`src/hw/rtl/lurl_pkg.sv`:
```
`timescale 1ns / 1ps

package lurl_pkg;

	// longest string prefix that is evaluated; later bytes only set overflow
	localparam int unsigned MAX_LEN  = 1024;
	localparam int unsigned ALPHABET = 256;
	localparam int unsigned CH_W     = 8;
	localparam int unsigned LONG_W   = 11;
	// a stored position lies in 0..MAX_LEN-1, a count in 0..MAX_LEN
	localparam int unsigned POS_W    = $clog2(MAX_LEN);
	localparam int unsigned CNT_W    = $clog2(MAX_LEN + 1);

	typedef logic [CH_W-1:0]  ch_t;
	typedef logic [POS_W-1:0] pos_t;
	typedef logic [CNT_W-1:0] cnt_t;

endpackage

```
`src/hw/rtl/lurl_ram.sv`:
```
`timescale 1ns / 1ps

module lurl_ram #(
	parameter int unsigned WIDTH = 8,
	parameter int unsigned DEPTH = 256
) (
	input  logic                     clk,
	input  logic                     we,
	input  logic [$clog2(DEPTH)-1:0] waddr,
	input  logic [WIDTH-1:0]         wdata,
	input  logic                     re,
	input  logic [$clog2(DEPTH)-1:0] raddr,
	output logic [WIDTH-1:0]         rdata
);

	logic [WIDTH-1:0] mem [DEPTH];

	// write port
	always_ff @(posedge clk) begin
		if (we) begin
			mem[waddr] <= wdata;
		end
	end

	// registered read, hold data when not enabled
	always_ff @(posedge clk) begin
		if (re) begin
			rdata <= mem[raddr];
		end
	end

endmodule

```
`src/hw/rtl/longest_unique_run_length_core.sv`:
```
`timescale 1ns / 1ps

//  channel | handshake            | payload
//  --------+----------------------+-------------------------------
//  request | src_valid, src_stall | ch[7:0], last
//  result  | dst_valid, dst_stall | longest[10:0], overflow
//
//  One request per cycle while src_stall is low; a result is registered in the
//  result register as its last request leaves stage 1.
//  The last-position table is a 256-entry RAM read in the accept cycle and
//  written as the request leaves stage 1; a bypass register covers back-to-back repeats.
//  Reset clears all control state and the per-string seen bits at once.
//  src_stall rises only while a last request waits on a full, stalled result.

module longest_unique_run_length_core
	import lurl_pkg::*;
(
	input  logic              clk,
	input  logic              arst_n,
	input  logic              src_valid,
	output logic              src_stall,
	input  logic [CH_W-1:0]   ch,
	input  logic              last,
	output logic              dst_valid,
	input  logic              dst_stall,
	output logic [LONG_W-1:0] longest,
	output logic              overflow
);

	logic                src_acc;
	logic                s1_vld_s1;
	ch_t                 ch_s1;
	logic                last_s1;
	logic                s1_go;
	pos_t                rd_data;
	logic                wr_vld_q;
	ch_t                 wr_ch_q;
	pos_t                wr_pos_q;
	logic [ALPHABET-1:0] seen_q;
	pos_t                win_q;
	cnt_t                pos_q;
	cnt_t                best_q;
	logic                ovf_q;
	logic                out_vld_q;
	cnt_t                out_best_q;
	logic                out_ovf_q;
	pos_t                prev_pos;
	logic                hit;
	pos_t                win_nx;
	cnt_t                cur;
	logic                in_range;
	cnt_t                best_nx;
	logic                wr_en;

	// advance stage 1 unless a last request meets a blocked result register
	assign s1_go     = s1_vld_s1 && (!last_s1 || !out_vld_q || !dst_stall);
	assign src_stall = s1_vld_s1 && !s1_go;
	assign src_acc   = src_valid && !src_stall;

	// last-position table
	lurl_ram #(
		.WIDTH(POS_W),
		.DEPTH(ALPHABET)
	) u_pos_ram (
		.clk  (clk),
		.we   (wr_en),
		.waddr(ch_s1),
		.wdata(pos_q[POS_W-1:0]),
		.re   (src_acc),
		.raddr(ch),
		.rdata(rd_data)
	);

	// stage 1 request register
	always_ff @(posedge clk or negedge arst_n) begin
		if (!arst_n) begin
			s1_vld_s1 <= 1'b0;
		end else if (src_acc) begin
			s1_vld_s1 <= 1'b1;
		end else if (s1_go) begin
			s1_vld_s1 <= 1'b0;
		end
	end

	always_ff @(posedge clk) begin
		if (src_acc) begin
			ch_s1   <= ch;
			last_s1 <= last;
		end
	end

	// bypass the write that landed on the same edge as this read
	assign prev_pos = (wr_vld_q && wr_ch_q == ch_s1) ? wr_pos_q : rd_data;
	assign in_range = pos_q < CNT_W'(MAX_LEN);
	assign hit      = seen_q[ch_s1] && (prev_pos >= win_q);
	assign win_nx   = hit ? prev_pos + POS_W'(1) : win_q;
	assign cur      = pos_q - CNT_W'(win_nx) + CNT_W'(1);
	assign best_nx  = (in_range && cur > best_q) ? cur : best_q;
	assign wr_en    = s1_go && in_range;

	// remember the latest table write for the bypass
	always_ff @(posedge clk or negedge arst_n) begin
		if (!arst_n) begin
			wr_vld_q <= 1'b0;
		end else if (wr_en) begin
			wr_vld_q <= 1'b1;
		end
	end

	always_ff @(posedge clk) begin
		if (wr_en) begin
			wr_ch_q  <= ch_s1;
			wr_pos_q <= pos_q[POS_W-1:0];
		end
	end

	// update window state; drop everything at the end of a string
	always_ff @(posedge clk or negedge arst_n) begin
		if (!arst_n) begin
			seen_q <= '0;
			win_q  <= '0;
			pos_q  <= '0;
			best_q <= '0;
			ovf_q  <= 1'b0;
		end else if (s1_go) begin
			if (last_s1) begin
				seen_q <= '0;
				win_q  <= '0;
				pos_q  <= '0;
				best_q <= '0;
				ovf_q  <= 1'b0;
			end else if (in_range) begin
				seen_q[ch_s1] <= 1'b1;
				win_q         <= win_nx;
				pos_q         <= pos_q + CNT_W'(1);
				best_q        <= best_nx;
			end else begin
				ovf_q <= 1'b1;
			end
		end
	end

	// result register
	always_ff @(posedge clk or negedge arst_n) begin
		if (!arst_n) begin
			out_vld_q <= 1'b0;
		end else if (s1_go && last_s1) begin
			out_vld_q <= 1'b1;
		end else if (!dst_stall) begin
			out_vld_q <= 1'b0;
		end
	end

	always_ff @(posedge clk) begin
		if (s1_go && last_s1) begin
			out_best_q <= best_nx;
			out_ovf_q  <= ovf_q || !in_range;
		end
	end

	assign dst_valid = out_vld_q;
	assign longest   = LONG_W'(out_best_q);
	assign overflow  = out_ovf_q;

	// every string holds at least one evaluated byte
	a_best_nonzero: assert property (@(posedge clk) disable iff (!arst_n)
		out_vld_q |-> out_best_q != '0)
		else $error("result length is zero");

	// the window never starts past the current position
	a_win_order: assert property (@(posedge clk) disable iff (!arst_n)
		CNT_W'(win_q) <= pos_q)
		else $error("window start beyond position");

	// end of string clears the per-string state
	a_clear: assert property (@(posedge clk) disable iff (!arst_n)
		(s1_go && last_s1) |=> (pos_q == '0 && seen_q == '0 && !ovf_q))
		else $error("string state not cleared");

	// only a waiting last request can hold off the source
	a_stall_cause: assert property (@(posedge clk) disable iff (!arst_n)
		src_stall |-> (s1_vld_s1 && last_s1 && out_vld_q && dst_stall))
		else $error("unexpected request stall");

endmodule

```
`config.mk`:
```
export PLATFORM = sky130hd
export DESIGN_NAME = longest_unique_run_length_core
export DESIGN_NICKNAME = d
export VERILOG_FILES = /design/src/hw/rtl/lurl_pkg.sv /design/src/hw/rtl/lurl_ram.sv /design/src/hw/rtl/longest_unique_run_length_core.sv
export SDC_FILE = /design/constraint.sdc
export NUM_CORES = 2
export LEC_CHECK = 0
export BUFFER_PORTS_ARGS = -buffer_cell sky130_fd_sc_hd__buf_2
export CAP_MARGIN = 20
export CORE_UTILIZATION = 54
export DETAILED_ROUTE_END_ITERATION = 12
export HOLD_SLACK_MARGIN = 0.1
export PLACE_DENSITY_LB_ADDON = 0.1
export RECOVER_POWER = 100
export SETUP_SLACK_MARGIN = 0.05
export SYNTH_ARGS = -nofsm -noshare
export SYNTH_HDL_FRONTEND = slang
export SYNTH_SLANG_ARGS = --single-unit
```
`constraint.sdc`:
```
create_clock -name clk -period 11 [get_ports clk]
set_input_delay 2.2 -clock clk [delete_from_list [all_inputs] [get_ports clk]]
set_output_delay 2.2 -clock clk [all_outputs]
set_load 0.05 [all_outputs]
```
### After elaboration in Yosys (flattened, before gate mapping)

Memory sizes are Yosys's and may differ from the RTL's. A register that Yosys moved wholly into a read port is not among the register bits.
Cells that the tools add are included.

* register bits after elaboration: 331
* bits in latches: 0
* RAM bits: 2560
* bits in read-only memories: 0
* memories kept: 1

Memories
* u_pos_ram.mem: words 256, bits a word 10, read ports 1, clocked after memory_dff 1, write ports 1, line lurl_ram.sv:16 `logic [WIDTH-1:0] mem [DEPTH];`

* $add $sub $neg: 4
* multipliers: 0
* divide/modulo/power cells: 0
* $lt $le $gt $ge: 5
* equality and inequality tests: 3
* shifts and indexed selects: 0
* multiplexer cells: 23
* bitwise gates (word level): 1
* reductions and logical operators: 22

Operator list (count)
* 256-bit 2-to-1 mux: 2
* 256-bit OR: 1
* 11-bit 2-to-1 mux: 5
* 10-bit 2-to-1 mux: 4
* 11-bit by 1-bit adder with 11-bit output, second input constant: 2
* 11-bit greater-than comparator: 1
* 11-bit less-than comparator, second input constant: 1
* 11-bit by 10-bit subtractor with 11-bit output: 1
* 10-bit by 1-bit adder with 10-bit output, second input constant: 1
* 10-bit >= comparator: 1
* 1-bit 2-to-1 mux: 10
* 1-bit logical AND: 9
* 8-bit by 9-bit less-than comparator with 1-bit output, second input constant: 1
* 1-bit binary-select mux with 8-bit select: 1
* 1-bit demux with 8-bit select: 1
* 8-bit == test: 1
* 8-bit by 1-bit >= comparator with 1-bit output, second input constant: 1
* 1-bit zero test: 6
* 2-bit AND reduction: 2
* 2-bit nonzero test: 2
* 1-bit logical OR: 3
* 2-bit by 1-bit != test with 1-bit output, second input constant: 1
* 2-bit != test, second input constant: 1

### Longest topological paths before layout

* word-level depth: 13
* gate-level depth with buffers: 38

### By module

From an unflattened synthesis, not the netlist that was laid out.

* cells, all modules: 6108
* area total of the unflattened synthesis: 115181.7 um^2

Modules (own cells, without submodules)
* lurl_ram: instances 1, cells an instance 4642, area each 99354.0 um^2, seq. area each 77174.0 um^2
* longest_unique_run_length_core: instances 1, cells an instance 1466, area each 15827.7 um^2, seq. area each 8478.1 um^2

### Least setup slack after synthesis

OpenSTA, ideal clock, no wires.

* kind: flip-flop to flip-flop
* start point: reg pos_q[2]
* end point: reg out_best_q[8], in the netlist longest[8] (data pin)
* arrival: 7432 ps
* setup slack: 3309 ps
* stages on the path, launching flop included: 16
* clock period less this slack: 7691 ps
* cells stage by stage: dfrtp_1 ha_1 ha_1 a21o_1 a21oi_1 o21bai_1 a2111o_1 a31o_1 a21oi_1 xnor2_1 inv_1 ha_1 a22o_1 o41ai_2 clkbuf_1 mux2_2

* longest elaborated chain between the ends: 5
* elaborated cells on any way between the ends: 6
* classes of those cells: 2 x add/sub; 2 x order compare; 1 x mux; 1 x reduce/logical

Ends and longest elaborated chain
* start, declared: line longest_unique_run_length_core.sv:41 `cnt_t pos_q;`
* start signal, assigned: line longest_unique_run_length_core.sv:135 `pos_q <= pos_q + CNT_W'(1);`
* 11-bit by 10-bit subtractor with 11-bit output: line longest_unique_run_length_core.sv:97 `assign cur = pos_q - CNT_W'(win_nx) + CNT_W'(1);`
* 11-bit by 1-bit adder with 11-bit output: line longest_unique_run_length_core.sv:97
* 11-bit greater-than comparator: line longest_unique_run_length_core.sv:98 `assign best_nx = (in_range && cur > best_q) ? cur : best_q;`
* 1-bit logical AND: line longest_unique_run_length_core.sv:98
* 11-bit 2-to-1 mux (*): line longest_unique_run_length_core.sv:98
* via best_nx[8]: line longest_unique_run_length_core.sv:52 `cnt_t best_nx;`
* end signal, assigned: line longest_unique_run_length_core.sv:156 `out_best_q <= best_nx;`
* end, declared: line longest_unique_run_length_core.sv:45 `cnt_t out_best_q;`

Mark *: on every way through the listed nets, which the timed path passes. The rest lies on a longest branch.
A chain may end at the register's enable or synchronous reset.

### Final worst setup path

* start point: in dst_stall
* end point: reg seen_q[2]

* longest elaborated chain between the ends: 4

Ends and longest elaborated chain
* start, declared: line longest_unique_run_length_core.sv:25 `input logic dst_stall,`
* 1-bit zero test
* 1-bit logical OR: line longest_unique_run_length_core.sv:56 `assign s1_go = s1_vld_s1 && (!last_s1 || !out_vld_q || !dst_stall);`
* 1-bit logical AND: line longest_unique_run_length_core.sv:56
* 2-bit AND reduction (no line)
* end signal, assigned: line longest_unique_run_length_core.sv:120 `seen_q <= '0;`
* end signal, assigned: line longest_unique_run_length_core.sv:127 `seen_q <= '0;`
* end signal, assigned by index: line longest_unique_run_length_core.sv:133 `seen_q[ch_s1] <= 1'b1;`
* end, declared: line longest_unique_run_length_core.sv:39 `logic [ALPHABET-1:0] seen_q;`

No other way between the ends.

==> summary.md <==
| Metric | Value |
|---|---|
| CP Buf/Inv Count | `5` |
| Cell count after synthesis | `5,407` |
| Final nets | `5,709` |
| Synthesized net count | `5,463` |
| Placement Setup Slack | `1715 ps` |
| Detail Placement HPWL | `169,500 µm` |
| H-tree levels | `5` |
| Top_reg_cell synth | `edfxtp_1` |
| Total design power | `23.34 mW` |
| Gate power share | `0.056` |
| Avg Inst Size Synth | `20.96 µm²` |
| Num Clock Sinks | `2,901` |
| Post-Syn Area | `113,300 µm²` |
| Cell variety after synth | `66` |
| Slowest cell on the critical path | `inv_1` |
| Die width | `460.1 µm` |
| Setup crit end kind | `flip-flop` |
| Sw power | `5.096 mW` |
| Routed len/inst | `32.81 µm` |
| Critical Path, Cell by Cell | `clkbuf_1, nand2_1, o21ai_0, or2_0, inv_1, nand2_1, nand2_1, inv_1, clkbuf_1, buf_16, nor2_1` |
| Post-route DRC | `0` |
| Worst EP required | `11,780 ps` |
| Via count | `55,420` |
| Synth warn | `0` |
| Port Buffers | `26` |
| Gr ovfl total | `0` |
| Min cycle time layout | `9964 ps` |
| Clock power frac | `0.420` |
| Post-DR vias/cell | `6.390` |
| Final-report hold violation count | `0` |
| Row count | `167` |
| Hold slack | `476.6 ps` |
| Worst skew pair latency | `940 ps` |
| Pwr Density | `184.9 nW/µm²` |
| Finished Layout Cells | `8,672` |
| Kind of critical path | `in -> reg` |
| Startpoint types | `input pin` |
| Synth cell count leaders | `edfxtp_1 (2,609), mux4_2 (856), nor2_1 (803)` |
| Num CTS Buffers | `313` |
| Synth top area share | `0.6913` |
| Final setup fails | `0` |
| Slew Limit Headroom | `-3.016` |
| Synth top area cells | `edfxtp_1 (69%), mux4_2 (17%), dfrtp_1 (6.4%)` |
| Period utilization | `0.9059` |
| Pre-antenna DRT Iters | `6` |
| Fin worst setup slack | `1036 ps` |
| Resized cells post-CTS | `0` |
| Core Util, Final | `0.6071` |
| Switching part of the total | `0.2183` |
| Worst path max stage delay | `4150 ps` |
| Setup_tns | `0 ps` |
| Static leakage power | `41.42 nW` |
| Total track usage | `0.2729` |
| Ratio of cells with drive above 1 in the final layout | `0.2259` |
| DRT antenna net count | `0` |
| RSZ-0062 raised after global routing | `no` |
| Leading area contributor after synthesis | `edfxtp_1` |
| Die area | `211,700 µm²` |
| I/O pins | `27` |
| Routability Congestion | `0.9052` |
| Slew Viols, Final | `4,305` |
| Crit Path Max Fanout | `176` |
| Die Height | `460.1 µm` |
| Placed cell count | `8,115` |
| Slew @ Worst Pin | `6024 ps` |
| Initial Utilization | `0.5451` |
| Outcome | `finished, violations left` |
| Finished Cell Area | `126,200 µm²` |
| Most frequent cell after synthesis | `edfxtp_1` |
| Clock root buffer | `clkbuf_16` |
| Int Pwr | `18.24 mW` |
| Seq pwr share | `0.524` |
| Worst VDD drop | `0.1735 mV` |
| CP top delay family | `buffers and inverters` |
| Max Cap Violations | `159` |
| P&R area growth vs syn | `11.38%` |
| Number of synthesized flops with an enable pin | `2,609` |
| Initial antenna violation count | `9` |
| WP data arrival | `10,740 ps` |
| Post-Place Cell Area | `117,900 µm²` |
| Vias in the first global route | `55,530` |
| First-pass GRT wire length | `408,300 µm` |
| Sequential share of the synthesized area | `0.7558` |
| CTS clk-pin slew, worst paths | `60 ps` |
| Core box area | `207,900 µm²` |
| Initial DRC count | `6,584` |
| Quantity of hold-fixing buffers added after cts | `0` |
| Max Fclk | `100.4 MHz` |
| Failing checks | `capacitance limit, slew limit` |
| Clock Path Buffers | `4` |
| Worst Hold Class | `reg -> reg` |
| Asr flop ratio synth | `0.1007` |
| Largest net degree at the start of global routing | `177` |
| Drt total wl | `284,500 µm` |
| Final Skew | `50.44 ps` |
| Crit-path most repeated cell | `nand2_1` |
| Synth Register Bits | `2,901` |
| Setup Buffers After CTS | `0` |
| CTS tree | `built` |
[registers in the layout, summed over array words and instances (netlist names), 8 cells and up]
| name | count |
|---|---|
| best_q | 11 |
| ch_s1 | 8 |
| longest | 11 |
| pos_q | 11 |
| seen_q | 256 |
| u_pos_ram.mem | 2560 |
| u_pos_ram.rdata | 10 |
| win_q | 10 |
| wr_ch_q | 8 |
| wr_pos_q | 10 |
[power by group through the flow]
| stage | registers (mW) | logic [mW] | clock network, mW |
|---|---|---|---|
| 2_1_floorplan | 12.6 | 0.754 | 0 |
| 3_3_place_gp | 12.4 | 1.31 | 0 |
| 3_5_place_dp | 12.4 | 1.32 | 0 |
| 4_1_cts | 12.2 | 1.32 | 9.95 |
| 5_1_grt | 12.2 | 1.40 | 10.3 |
| 6_report | 12.2 | 1.30 | 9.80 |
[worst paths after layout]
path | startpoint | to | slack [ps] | cells past startpoint
min | wr_vld_q | wr_vld_q | 480 | 1
min in group asynchronous | arst_n | seen_q[240] | 3140 | 1
max reg2reg | ch_s1[5] | best_q[0] | 1460 | 30
min reg2reg | wr_vld_q | wr_vld_q | 480 | 1
max in group asynchronous | arst_n | seen_q[189] | 2090 | 2
max | dst_stall | seen_q[2] | 1040 | 11
[metal layers]
metal | up-vias | track usage | share of wire
li1 | 22610 | - | -
met3 | 476 | 0.04551 | 0.076
met1 | 30000 | 0.4043 | 0.42
met2 | 2328 | 0.4233 | 0.48
met4 | 2 | 0.07883 | 0.030
met5 | - | 0 | 0.000035
[cell families after synthesis]
family / Yosys count / synth area share
xor+xnor: 31 / 0.002396
flops: 2901 / 0.7558
fa+ha+maj: 43 / 0.004814
mux: 915 / 0.1759
simple gates: 982 / 0.03466
buf+inv: 335 / 0.01282
compound gates: 200 / 0.01365
[area by class of cell]
| class | count | area, µm² |
|---|---|---|
| fillers | 14750 | 81690 |
| flip-flops and latches | 2901 | 85650 |
| clock inverters | 138 | 967.2 |
| clock buffers | 399 | 8396 |
| well taps | 2788 | 3488 |
| multi-input cells | 2171 | 26260 |
| repair buffers | 226 | 1277 |
| diodes | 9 | 22.52 |
| inverters | 40 | 150.1 |
[cells in the final DEF (no fill, tap or decap), types with 10 or more instances in the layout]
cell and n:
nand3_1 19, mux2_2 10, a22oi_1 57, clkbuf_16 321, and2_1 10, o21ai_0 13, a21oi_1 18, xor2_1 11
dfrtp_1 292, clkinv_1 68, xnor2_1 20, bufinv_16 13, a22o_1 32, buf_12 15, nor2b_1 16, ha_1 42
nand2b_1 14, nand2_1 78, edfxtp_1 2609, clkbuf_1 247, buf_4 27, inv_1 40, a221oi_1 22, clkinv_2 48
o221ai_1 10, mux4_2 856, mux2i_1 38, nor2_1 801
Power figures use the tool's default switching activity.
